**src/hdl/bfsp_pkg.sv**
```systemverilog
// Shared types and constants for the shortest-path block.
// Used by every module under hdl/; depends on nothing.
package bfsp_pkg;

  localparam int VTX_W        = 5;
  localparam int VCNT_W       = 6;
  localparam int MAX_VERTICES = 32;
  localparam int MAX_EDGES    = 256;
  localparam int WEIGHT_BITS  = 16;
  localparam int DIST_W       = 24;
  localparam int CFG_IDX_W    = 1;

  localparam logic signed [DIST_W-1:0] DIST_MAX = {1'b0, {(DIST_W-1){1'b1}}};
  localparam logic signed [DIST_W-1:0] DIST_MIN = {1'b1, {(DIST_W-1){1'b0}}};

  localparam logic [CFG_IDX_W-1:0] REG_NUM_VERTICES  = 1'd0;
  localparam logic [CFG_IDX_W-1:0] REG_SOURCE_VERTEX = 1'd1;

  typedef enum logic [2:0] {
    ST_IDLE,
    ST_INIT,
    ST_EDGE,
    ST_DIST,
    ST_RELAX,
    ST_ORD,
    ST_OUT
  } state_t;

  typedef struct packed {
    logic [VTX_W-1:0]         parent;
    logic signed [DIST_W-1:0] cost;
  } vtx_word_t;

  typedef struct packed {
    logic             en;
    logic [VTX_W-1:0] addr;
    vtx_word_t        data;
  } vtx_wr_t;

  typedef struct packed {
    logic                     update;
    logic signed [DIST_W-1:0] cost;
  } relax_res_t;

endpackage

```
**src/hdl/bfsp_vtx_mem.sv**
```systemverilog
// Per-vertex distance and parent memory: one write port, two registered reads.
// Depends on bfsp_pkg for the word and write types.
module bfsp_vtx_mem (
  input  logic                         clk,
  input  bfsp_pkg::vtx_wr_t            wr,
  input  logic [bfsp_pkg::VTX_W-1:0]   rd_a_addr,
  input  logic [bfsp_pkg::VTX_W-1:0]   rd_b_addr,
  output bfsp_pkg::vtx_word_t          rd_a_data,
  output bfsp_pkg::vtx_word_t          rd_b_data
);

  bfsp_pkg::vtx_word_t mem [bfsp_pkg::MAX_VERTICES];

  always_ff @(posedge clk) begin
    if (wr.en) begin
      mem[wr.addr] <= wr.data;
    end
  end

  always_ff @(posedge clk) begin
    rd_a_data <= mem[rd_a_addr];
    rd_b_data <= mem[rd_b_addr];
  end

endmodule

```
**config.mk**
```make
export PLATFORM = sky130hd
export DESIGN_NAME = bfsp_vtx_mem
export DESIGN_NICKNAME = d
export VERILOG_FILES = /design/src/hdl/bfsp_pkg.sv /design/src/hdl/bfsp_vtx_mem.sv
export SDC_FILE = /design/constraint.sdc
export NUM_CORES = 1
export LEC_CHECK = 0
export ABC_CLOCK_PERIOD_IN_PS = 5600
export BUFFER_PORTS_ARGS = -buffer_cell sky130_fd_sc_hd__buf_2
export CORE_ASPECT_RATIO = 0.9
export CORE_UTILIZATION = 44
export CTS_CLUSTER_SIZE = 8
export DETAILED_ROUTE_END_ITERATION = 7
export PLACE_DENSITY = 0.62
export SLEW_MARGIN = 10
export SYNTH_ARGS = -nofsm -noshare
export SYNTH_HDL_FRONTEND = slang
export SYNTH_SLANG_ARGS = --single-unit
```
**constraint.sdc**
```tcl
create_clock -name clk -period 5.6 [get_ports clk]
set_input_delay 1.4 -clock clk [delete_from_list [all_inputs] [get_ports clk]]
set_output_delay 1.4 -clock clk [all_outputs]
set_load 0.01 [all_outputs]
```
; ---- After elaboration in Yosys (flattened, before gate mapping)
; Memories as Yosys holds them, arrays and structs flattened. A register that Yosys moved wholly into a read port is not among the register bits.
; Cells that the tools add are included.
[op_classes]
n_mux = 2
[op_table]
columns = op, n
row1 = $mux W1, 2
[word_totals]
reg_bits = 0
ram_bits = 928
in_bits = 46
output_inout_bits = 58
word_cells = 3
n_memories = 1
[memory_table]
columns = name, words, word_bits, rd, rd_ports_with_merged_regs, wr, line_no
row1 = mem, 32, 29, 2, 2, 1, bfsp_vtx_mem.sv:12  ; bfsp_pkg::vtx_word_t mem [bfsp_pkg::MAX_VERTICES];

; ---- Longest topological paths before layout
[depth]
depth_word = 2
mapped_depth = 8
depth_no_buf = 5

; ---- Worst setup path before layout
; OpenSTA, ideal clock, no wires.
[synth_path]
kind = input-to-reg
from = in wr[30] (netlist bit)
to = mem mem[12][0] (netlist bit), enable pin
setup_time_ns = 0.415
arrival_ns = 3.289
t_required_ns = 5.185
slack_ns = 1.896
cell_stages = 3
n_path_buf = 1
path_cell_list = or3b_2 > clkbuf_1 > nor2_1
[synth_rtl]
columns = element, line_no
row1 = "start, declared", bfsp_vtx_mem.sv:5  ; input bfsp_pkg::vtx_wr_t wr,
row2 = "end, declared", bfsp_vtx_mem.sv:12
; Straight into the memory's write port.

==> results.yml <==
setup_path:
  cp_num_cells: 7
  worstPathMaxFanout: 43
  rr_worst_depth: 5
  path_buf_inv: 2
  regToRegSetupSlack_ns: 3.65
  criticalPathCategory: "input pin to flop"
  r2r_end: "rd_a_data[13]"
  crit_end: "rd_b_data[19]"
  path_cells: "buf_2 -> nor2b_4 -> buf_4 -> a22o_1 -> nor3_1 -> a31oi_1 -> nand3_1"
  cpPeakStageDelay_ns: 0.74
  crit_path_start: "rd_b_addr[2]"
  timing.rr.start: "mem[2][13]"
  critPathRequiredTime_ns: 6.14
  cp.arrival_ns: 4.03
  crit_slowest_cell: "nor2b_4"
  path_delay_family: "simple AND/OR/NAND/NOR gates"
  start_kind: "input pin"
  cp-end-kind: "flop"
cts:
  clkTransAtPathRegs_ns: 0.05
  post_cts_resized: 0
  post_cts_buffers: 0
  cts_tree: "done"
  cts.sink_count: 986
  cts-root-buf: "clkbuf_16"
  cts_buffer_depth: 3
  cts_hold_buf: 0
  htree_levels: 4
  cts_made_buffers: 141
  insertion_delay_ns: 0.73
synth:
  synth_area_per_cell_sq_um: 14.6
  syn_area_sq_um: 45700
  synth_compound_area_share_pct: 7.79
  synthAdderAreaFrac_pct: 0
  syn_nets: 3180
  yosys.area_share.simple_pct: 4.65
  synth_top_family_by_area: "multiplexers"
  yosys_warnings: 0
  synth_seq_cells: 986
  synthCells: 3134
  synth_cell_types: 28
  synth-seq-area-share_pct: 63.6
  synth-xor-area-share_pct: 0
  muxShareOfSynthArea_pct: 20.3
floorplan:
  die_w_um: 342
  rows: 111
  die_h_um: 308
  die_area_sq_um: 105000
  core_sq_um: 102000
  io_pins: 104
  initial_core_util_pct: 44.6
global_routing:
  grt_usage_pct: 27.0
  antenna_found_initial: 14
  grt_pass1_wl_um: 205000
  grt-ovfl-total: 0
  grt_pass1_vias: 29300
  grt_max_degree: 95
sta:
  fin_crit_ns: 3.49
  drv_slew: 0
  rsz0062_at_grt: "false"
  fin_setup_tns_ns: 0
  period_share_pct: 62.3
  worst_pin_slew_ns: 1.32
  setup_viol: 0
  hold_viol_final: 0
  slew-limit-headroom_pct: 11.9
  finClkSkew_ns: 0.0202
  timing.fmax_mhz: 287
detailed_routing:
  vias: 29500
  drtIter0Drc: 3449
  ant_nets: 0
  drt_drc_violations_left: 0
  wire_per_inst_um: 30.4
  totalWireLength_um: 143000
  vias_per_cell: 6.27
  dr.pass1.iters: 5
placement:
  io_buffers: 103
  globalplace.congestion: 0.876
  placedCellCount: 4439
  hpwl_um: 84900
pwr:
  p_leak_nw: 19.1
  powerDensity_nw_per_um2: 345
  ir_drop_mv: 0.280
finish:
  drive_above_1_share_pct: 11.7
  area_growth_pct: 13.2
  fin_cells: 4699
  final_cell_mix: "928 x mux2i_1, 928 x edfxtp_1, 176 x nand3_1, 175 x nand2_1"
  nets: 3274
  nFillCells: 8494
hold_path:
  hp-class: "flop to flop"
  min-delay-start: "mem[16][24]"
run:
  cap_violations: 0
outcome:
  outcome: "completed"
==> sequential cells by signal (all words and copies together), names as in the netlist <==
signal	cells
mem	928
rd_a_data	29
rd_b_data	29
==> report_power, final <==
| group | switching (mW) | internal, mW | total, mW |
|---|---|---|---|
| Sequential | 0.0910 | 8.22 | 8.31 |
| Clock | 3.17 | 4.93 | 8.10 |
| Combinational | 0.941 | 0.464 | 1.41 |
==> Yosys cell counts (all sizes together) <==
library cell  instances  area (sq um)
nand3               176           881
nor2b                 4          25.0
or2                   2          12.5
or3                   1          6.26
nor3                 58           290
a22oi               174          1310
a31oi                58           363
dfxtp                58          1160
nand3b                5          37.5
nor2                 35           141
buf                 161          1350
and2                  2          12.5
nand2               177           664
clkbuf               70           308
edfxtp              928         27900
a22o                116          1020
nand2b                4          25.0
mux2i               928          9290
or3b                  3          26.3
a21oi               174           871
==> tightest hold or removal path: cells and delay by family (launching register included) <==
kind             cells  cell delay, ns
AO/OA/AOI/OAI        1            0.07
flip-flops           1            0.34
multiplexers         1            0.07
AND/OR/NAND/NOR      2            0.12
==> cell families after synthesis <==
kind of cell           Yosys count
flip-flops                     986
multiplexers                   928
AO/OA/AOI/OAI                  522
AND/OR/NAND/NOR                467
buffers and inverters          231
==> metrics by stage <==
| step | area (sq um) | setup WS [ns] | hold slack [ns] | util (%) | power, mW |
|---|---|---|---|---|---|
| floorplan | 45700 | 1.90 | 0.579 | - | 9.25 |
| global placement | 47300 | 1.56 | 0.611 | 46.2 | 9.80 |
| detailed placement | 47400 | 1.53 | 0.614 | 46.3 | 9.82 |
| CTS | 51600 | 2.27 | 0.626 | 50.4 | 17.9 |
| global route | 51600 | 2.17 | 0.671 | 50.5 | 18.3 |
| finish | 51700 | 2.11 | 0.632 | 50.5 | 17.8 |
==> how the worst min path moves through the flow <==
stage                         end  slack (ns)  cells past startpoint
finish              rd_a_data[24]        0.63                      4
global route         rd_a_data[1]        0.67                      4
CTS                 rd_a_data[24]        0.63                      4
detailed placement  rd_a_data[28]        0.61                      4
global placement     rd_a_data[5]        0.61                      4
floorplan           rd_b_data[10]        0.58                      4
==> per-layer routing <==
| layer | track usage [%] | wire length (um) |
|---|---|---|
| met5 | 0 | 39 |
| met1 | 37.9 | 60600 |
| met2 | 40.9 | 63900 |
| met3 | 5.67 | 13300 |
| met4 | 10.3 | 4950 |
==> area by class of cell <==
| class | count | area, sq um | share of cell area, % |
|---|---|---|---|
| antenna | 5 | 12.5 | 0.0242 |
| clock buffer | 243 | 4040 | 7.82 |
| clock inverter | 10 | 186 | 0.361 |
| multi-input combinational | 1917 | 15300 | 29.5 |
| sequential | 986 | 29000 | 56.2 |
| tap | 1356 | 1700 | 3.28 |
| timing repair buffer | 182 | 1430 | 2.77 |
Power figures use the tool's default switching activity.
