## src/hdl/bfsp_pkg.sv

```systemverilog
// Shared types and constants for the shortest-path block.
// Used by every module under hdl/; depends on nothing.
package bfsp_pkg;

  localparam int VTX_W        = 5;
  localparam int VCNT_W       = 6;
  localparam int MAX_VERTICES = 32;
  localparam int MAX_EDGES    = 256;
  localparam int WEIGHT_BITS  = 16;
  localparam int DIST_W       = 24;
  localparam int CFG_IDX_W    = 1;

  localparam logic signed [DIST_W-1:0] DIST_MAX = {1'b0, {(DIST_W-1){1'b1}}};
  localparam logic signed [DIST_W-1:0] DIST_MIN = {1'b1, {(DIST_W-1){1'b0}}};

  localparam logic [CFG_IDX_W-1:0] REG_NUM_VERTICES  = 1'd0;
  localparam logic [CFG_IDX_W-1:0] REG_SOURCE_VERTEX = 1'd1;

  typedef enum logic [2:0] {
    ST_IDLE,
    ST_INIT,
    ST_EDGE,
    ST_DIST,
    ST_RELAX,
    ST_ORD,
    ST_OUT
  } state_t;

  typedef struct packed {
    logic [VTX_W-1:0]         parent;
    logic signed [DIST_W-1:0] cost;
  } vtx_word_t;

  typedef struct packed {
    logic             en;
    logic [VTX_W-1:0] addr;
    vtx_word_t        data;
  } vtx_wr_t;

  typedef struct packed {
    logic                     update;
    logic signed [DIST_W-1:0] cost;
  } relax_res_t;

endpackage

```

## src/hdl/bfsp_relax.sv

```systemverilog
// Relaxation unit: saturating add of distance and weight, compare with target.
// Depends on bfsp_pkg for distance limits and the result struct.
module bfsp_relax #(
  parameter int WEIGHT_BITS = bfsp_pkg::WEIGHT_BITS
) (
  input  logic                                 src_ok,
  input  logic signed [bfsp_pkg::DIST_W-1:0]   dist_a,
  input  logic signed [bfsp_pkg::DIST_W-1:0]   dist_b,
  input  logic signed [WEIGHT_BITS-1:0]        weight,
  output bfsp_pkg::relax_res_t                 res
);

  localparam int DW    = bfsp_pkg::DIST_W;
  localparam int SUM_W = ((WEIGHT_BITS > DW) ? WEIGHT_BITS : DW) + 1;
  localparam logic signed [SUM_W-1:0] SUM_MAX =
    {{(SUM_W-DW){1'b0}}, bfsp_pkg::DIST_MAX};
  localparam logic signed [SUM_W-1:0] SUM_MIN =
    {{(SUM_W-DW){1'b1}}, bfsp_pkg::DIST_MIN};

  logic signed [SUM_W-1:0] a_ext;
  logic signed [SUM_W-1:0] w_ext;
  logic signed [SUM_W-1:0] sum;
  logic signed [DW-1:0]    sat;

  assign a_ext = {{(SUM_W-DW){dist_a[DW-1]}}, dist_a};
  assign w_ext = {{(SUM_W-WEIGHT_BITS){weight[WEIGHT_BITS-1]}}, weight};
  assign sum   = a_ext + w_ext;

  always_comb begin
    if (sum > SUM_MAX) begin
      sat = bfsp_pkg::DIST_MAX;
    end else if (sum < SUM_MIN) begin
      sat = bfsp_pkg::DIST_MIN;
    end else begin
      sat = sum[DW-1:0];
    end
    res.cost   = sat;
    res.update = src_ok && (sat < dist_b);
  end

endmodule
```

## config.mk

```make
export PLATFORM = sky130hd
export DESIGN_NAME = bfsp_relax
export DESIGN_NICKNAME = d
export VERILOG_FILES = /design/src/hdl/bfsp_pkg.sv /design/src/hdl/bfsp_relax.sv
export SDC_FILE = /design/constraint.sdc
export NUM_CORES = 1
export LEC_CHECK = 0
export BUFFER_PORTS_ARGS = -buffer_cell sky130_fd_sc_hd__buf_2
export CORE_MARGIN = 5
export CORE_UTILIZATION = 40
export DETAILED_ROUTE_END_ITERATION = 7
export MAX_ROUTING_LAYER = met4
export PLACE_DENSITY = 0.69
export SYNTH_ARGS = -nofsm -noshare
export SYNTH_HDL_FRONTEND = slang
export SYNTH_SLANG_ARGS = --single-unit
```

## constraint.sdc

```tcl
create_clock -name vclk -period 14.7
set_clock_uncertainty 0.1 [all_clocks]
set_input_delay 3.675 -clock vclk [all_inputs]
set_output_delay 3.675 -clock vclk [all_outputs]
set_load 0.05 [all_outputs]
```

# Word-level counts from Yosys, hierarchy flattened
# Cells that the tools add are included.
[totals]
regBits = 0
wordCells = 7
[classes]
add_sub_neg = 1
order_cmp = 3
mux = 2
n_reduce_logical = 1
[op_table]
columns = ["op", "count"]
rows = [
  ["$mux 24", 2],
  ["$add 24x16->25", 1],
  ["$gt 25x24->1 const B", 1],
  ["$lt 25x24->1 const B", 1],
  ["$lt 24x24->1", 1],
  ["$logic_and 1x1->1", 1],
]

# Depth between registers and ports, before layout
[logic_depth]
word_depth = 6
mapped_depth = 21
ltp_nobuf = 20

# Least setup slack after synthesis
# OpenSTA, ideal clock, no wires.
[synth_timing]
path_type = "in2out"
startpoint = "in dist_a[0] (netlist bit)"
endpoint = "out res[24] (netlist bit)"
t_arrival_ps = 9267
setup_slack_ps = 1658
path_stages = 18
n_path_buf = 1
path_cell_list = "ha_1 > inv_1 > fa_1 > nor2b_1 > o31a_1 > o21ai_1 > a21oi_1 > a21o_1 > buf_2 > nor2_2 > o21ai_0 > ha_1 > and4_1 > or3b_1 > or3_1 > o41a_1 > a211oi_2 > mux2i_1"
[synth_lines]
columns = ["item", "line_no", "rtl"]
rows = [
  ["from (decl)", "bfsp_relax.sv:7", "input logic signed [bfsp_pkg::DIST_W-1:0] dist_a,"],
  ["to (decl)", "bfsp_relax.sv:10", "output bfsp_pkg::relax_res_t res"],
]

==> summary.txt <==
Min path
  • HP Class: in -> out
  • Hold depth: 4

Floorplanning
  • Die width: around 83 microns
  • I/O pins: 90
  • Rows: 26
  • Die Span Y: approximately 83 microns
  • Initial Util: 0.4168
  • Core area: approximately 5200 sq um
  • Die ar.: around 7000 sq um

Logic synthesis
  • Synth Area in XOR/XNOR: 0.06907
  • Syn Inst Count: roughly 300
  • Syn Std Cell Area: between 2000 and 2500 sq um
  • Netlist cell types: 54
  • Simple-Gate Fraction of Synth Area: 0.2072
  • Yosys top cell area share: 0.2728
  • Mux cell area share after synthesis: 0.009286
  • Yosys Warn Count: 0
  • Post-synthesis adder-cell area fraction: 0.3053
  • Largest family of logic cells by synthesized area: compound AO/OA/AOI/OAI gates
  • Synth Area in Compound Gates: 0.3360
  • Syn avg cell area: approximately 7 sq um
  • Top post-synthesis cells by area: ha_1 (27%), a21oi_1 (9.3%), inv_1 (5.4%), o21ai_0 (5.1%), a21o_1 (4.9%)
  • Sequential share of the synthesized area: 0
  • Top cell type by total area after synthesis: ha_1
  • Syn nets: 416

Route
  • Detailed-route DRC error count: 0
  • Pre-antenna DRT Iters: 4
  • Final WL: 6.242 mm
  • Detailed Route Iter0 Violations: 100
  • Antenna-violating nets left: 0
  • Vias: 2,511
  • Via-per-instance ratio: 5.519
  • Drt wl/cell: around 14 microns

STA
  • # setup viols final: 0
  • Final period utilization: 0.8590
  • Period minus WS final: between 10,000 and 15,000 ps
  • Worst Tran Pin Value: between 600 and 700 ps
  • Final Max Slew Viols: 0
  • Setup_tns: 0 ps
  • Endpoints failing hold: 0
  • Slew headroom: 0.5934
  • Final setup margin: around 2100 ps
  • RSZ-0062 raised after global routing: false
  • Maximum clock frequency: between 70 and 80 MHz

Power
  • Worst vdd ir: 0.06666 mV
  • Pwr Density: approximately 86 nW/um^2
  • Pleak: around 1.4 nW

Placed design
  • DPL Wire Length: 5.429 mm
  • Number of I/O port buffers: 90
  • DP Worst Slack: 2064 ps
  • Final Wtd Congestion: ~1

GRT
  • Global-route wire length before repair: 10.47 mm
  • Largest net degree at the start of global routing: 20
  • Initial antenna violation count: 0
  • Total track usage: 0.1726
  • Vias in the first global route: between 2,000 and 2,500
  • GRT overflow: 0

Worst setup path
  • Critical path class: in -> out
  • Required @ worst endpoint: 10,930 ps
  • Max FO, Critical Path: 18
  • Crit-path cells: buf_2, ha_1, a211oi_2, nor3_1, o311ai_0, a211oi_1, o21a_1, nor2_2, o21ai_0, ha_1, and4_1, or3b_1, or3_1, o32ai_1, nor4b_1, nor3b_2, a211oi_2, mux2i_1, buf_2
  • Slowest cell on crit path: nor2_2
  • Crit end category: output port
  • CP startpoint kind: input port
  • Worst path arrival time: between 8000 and 9000 ps
  • Worst path max stage delay: about 520 ps
  • Critical Path Start: dist_a[1]
  • Critical path endpoint: res[24]

Final layout
  • Sequential cell count: 0
  • Clock buf count: 0
  • Share of cells above drive strength 1: 0.2545
  • Fillcell total: between 500 and 600
  • Register cell area after layout: 0 sq um
  • Synth-to-layout area growth: 23.04%
  • Ant diodes: 0
  • Final net count: 500

Clocking
  • CTS Hold Bufs: 0
  • Resized Gates After CTS: 0
  • Post-CTS setup buffers: 0

Status
  • Status: finished clean

Job
  • Max-Cap Viols: 0
critical path: cells and delay by family:
family / cells / cell delay [ps]
AO/OA/AOI/OAI: 7 / 1980
adder cells (fa/ha/maj): 2 / 660
buffers and inverters: 2 / 390
multiplexers: 1 / 210
AND/OR/NAND/NOR: 7 / 1960
metrics by stage:
step	cells	hold WS, ps	area (sq um)	utilization	power, W
floorplan	303	7611	2156	-	0.0001749
finish	455	7670	2653	0.5128	0.0002273
global route	455	7683	2653	0.5128	0.0002478
CTS	455	7672	2653	0.5128	0.0002274
global placement	455	7664	2653	0.5128	0.0002259
detailed placement	455	7673	2653	0.5128	0.0002264
cell families after synthesis:
family | after synthesis
buf+inv | 39
mux | 2
simple gates | 78
xor+xnor | 17
compound gates | 114
fa+ha+maj | 53
layout by cell type (no fill, tap or decap), drive strengths merged, types with 6 or more instances in the layout:
master,n
nor3,6
a211oi,7
o21ai,24
buf,90
nand2,17
xnor2,10
ha,47
xor2,7
inv,31
a21o,14
a21oi,40
nor2,13
o21a,6
worst min path at each step:
stage,startpoint,end
after global placement,src_ok,res[24]
after floorplan,src_ok,res[24]
after detailed placement,src_ok,res[24]
after global routing,src_ok,res[24]
after CTS,src_ok,res[24]
final,src_ok,res[24]
routing by layer:
metal | wire (microns) | vias up | track usage
met5 | 0 | - | -
met4 | 67 | 0 | 0.01316
met3 | 394 | 6 | 0.01980
met2 | 2728 | 83 | 0.2690
met1 | 3051 | 1125 | 0.2490
li1 | - | 1297 | -
cell type report:
type | instances | area [sq um] | area share
Timing Repair Buffer | 90 | 450.4 | 0.1698
Tap cell | 70 | 87.58 | 0.03302
Inverter | 31 | 116.4 | 0.04387
Multi-Input combinational cell | 264 | 1998 | 0.7533
report_power, final:
| group | internal (W) | switching [W] | total, W | leakage [nW] |
|---|---|---|---|---|
| logic | 0.0000731 | 0.000154 | 0.000227 | 1.38 |
| registers | 0 | 0 | 0 | 0 |
| clock network | 0 | 0 | 0 | 0 |
cells in the mapped netlist (2+ instances only):
cell type / count
mux2i_1: 2
maj3_1: 5
o31ai_1: 2
and4_1: 5
buf_2: 6
nand2b_1: 5
o21bai_1: 2
nand4_1: 5
nor3_1: 6
a21boi_0: 2
o21ai_0: 22
xor2_1: 7
a21oi_1: 40
a211oi_2: 3
ha_1: 47
o211ai_1: 3
nor3b_1: 2
nor2_1: 12
a31oi_1: 3
xnor2_1: 10
nand3_1: 5
o21ai_1: 2
and3_1: 4
a21o_1: 14
nor2b_1: 5
or3_1: 3
nand2_1: 16
inv_1: 31
o21a_1: 6
a211oi_1: 4
(Power assumes the default switching activity.)
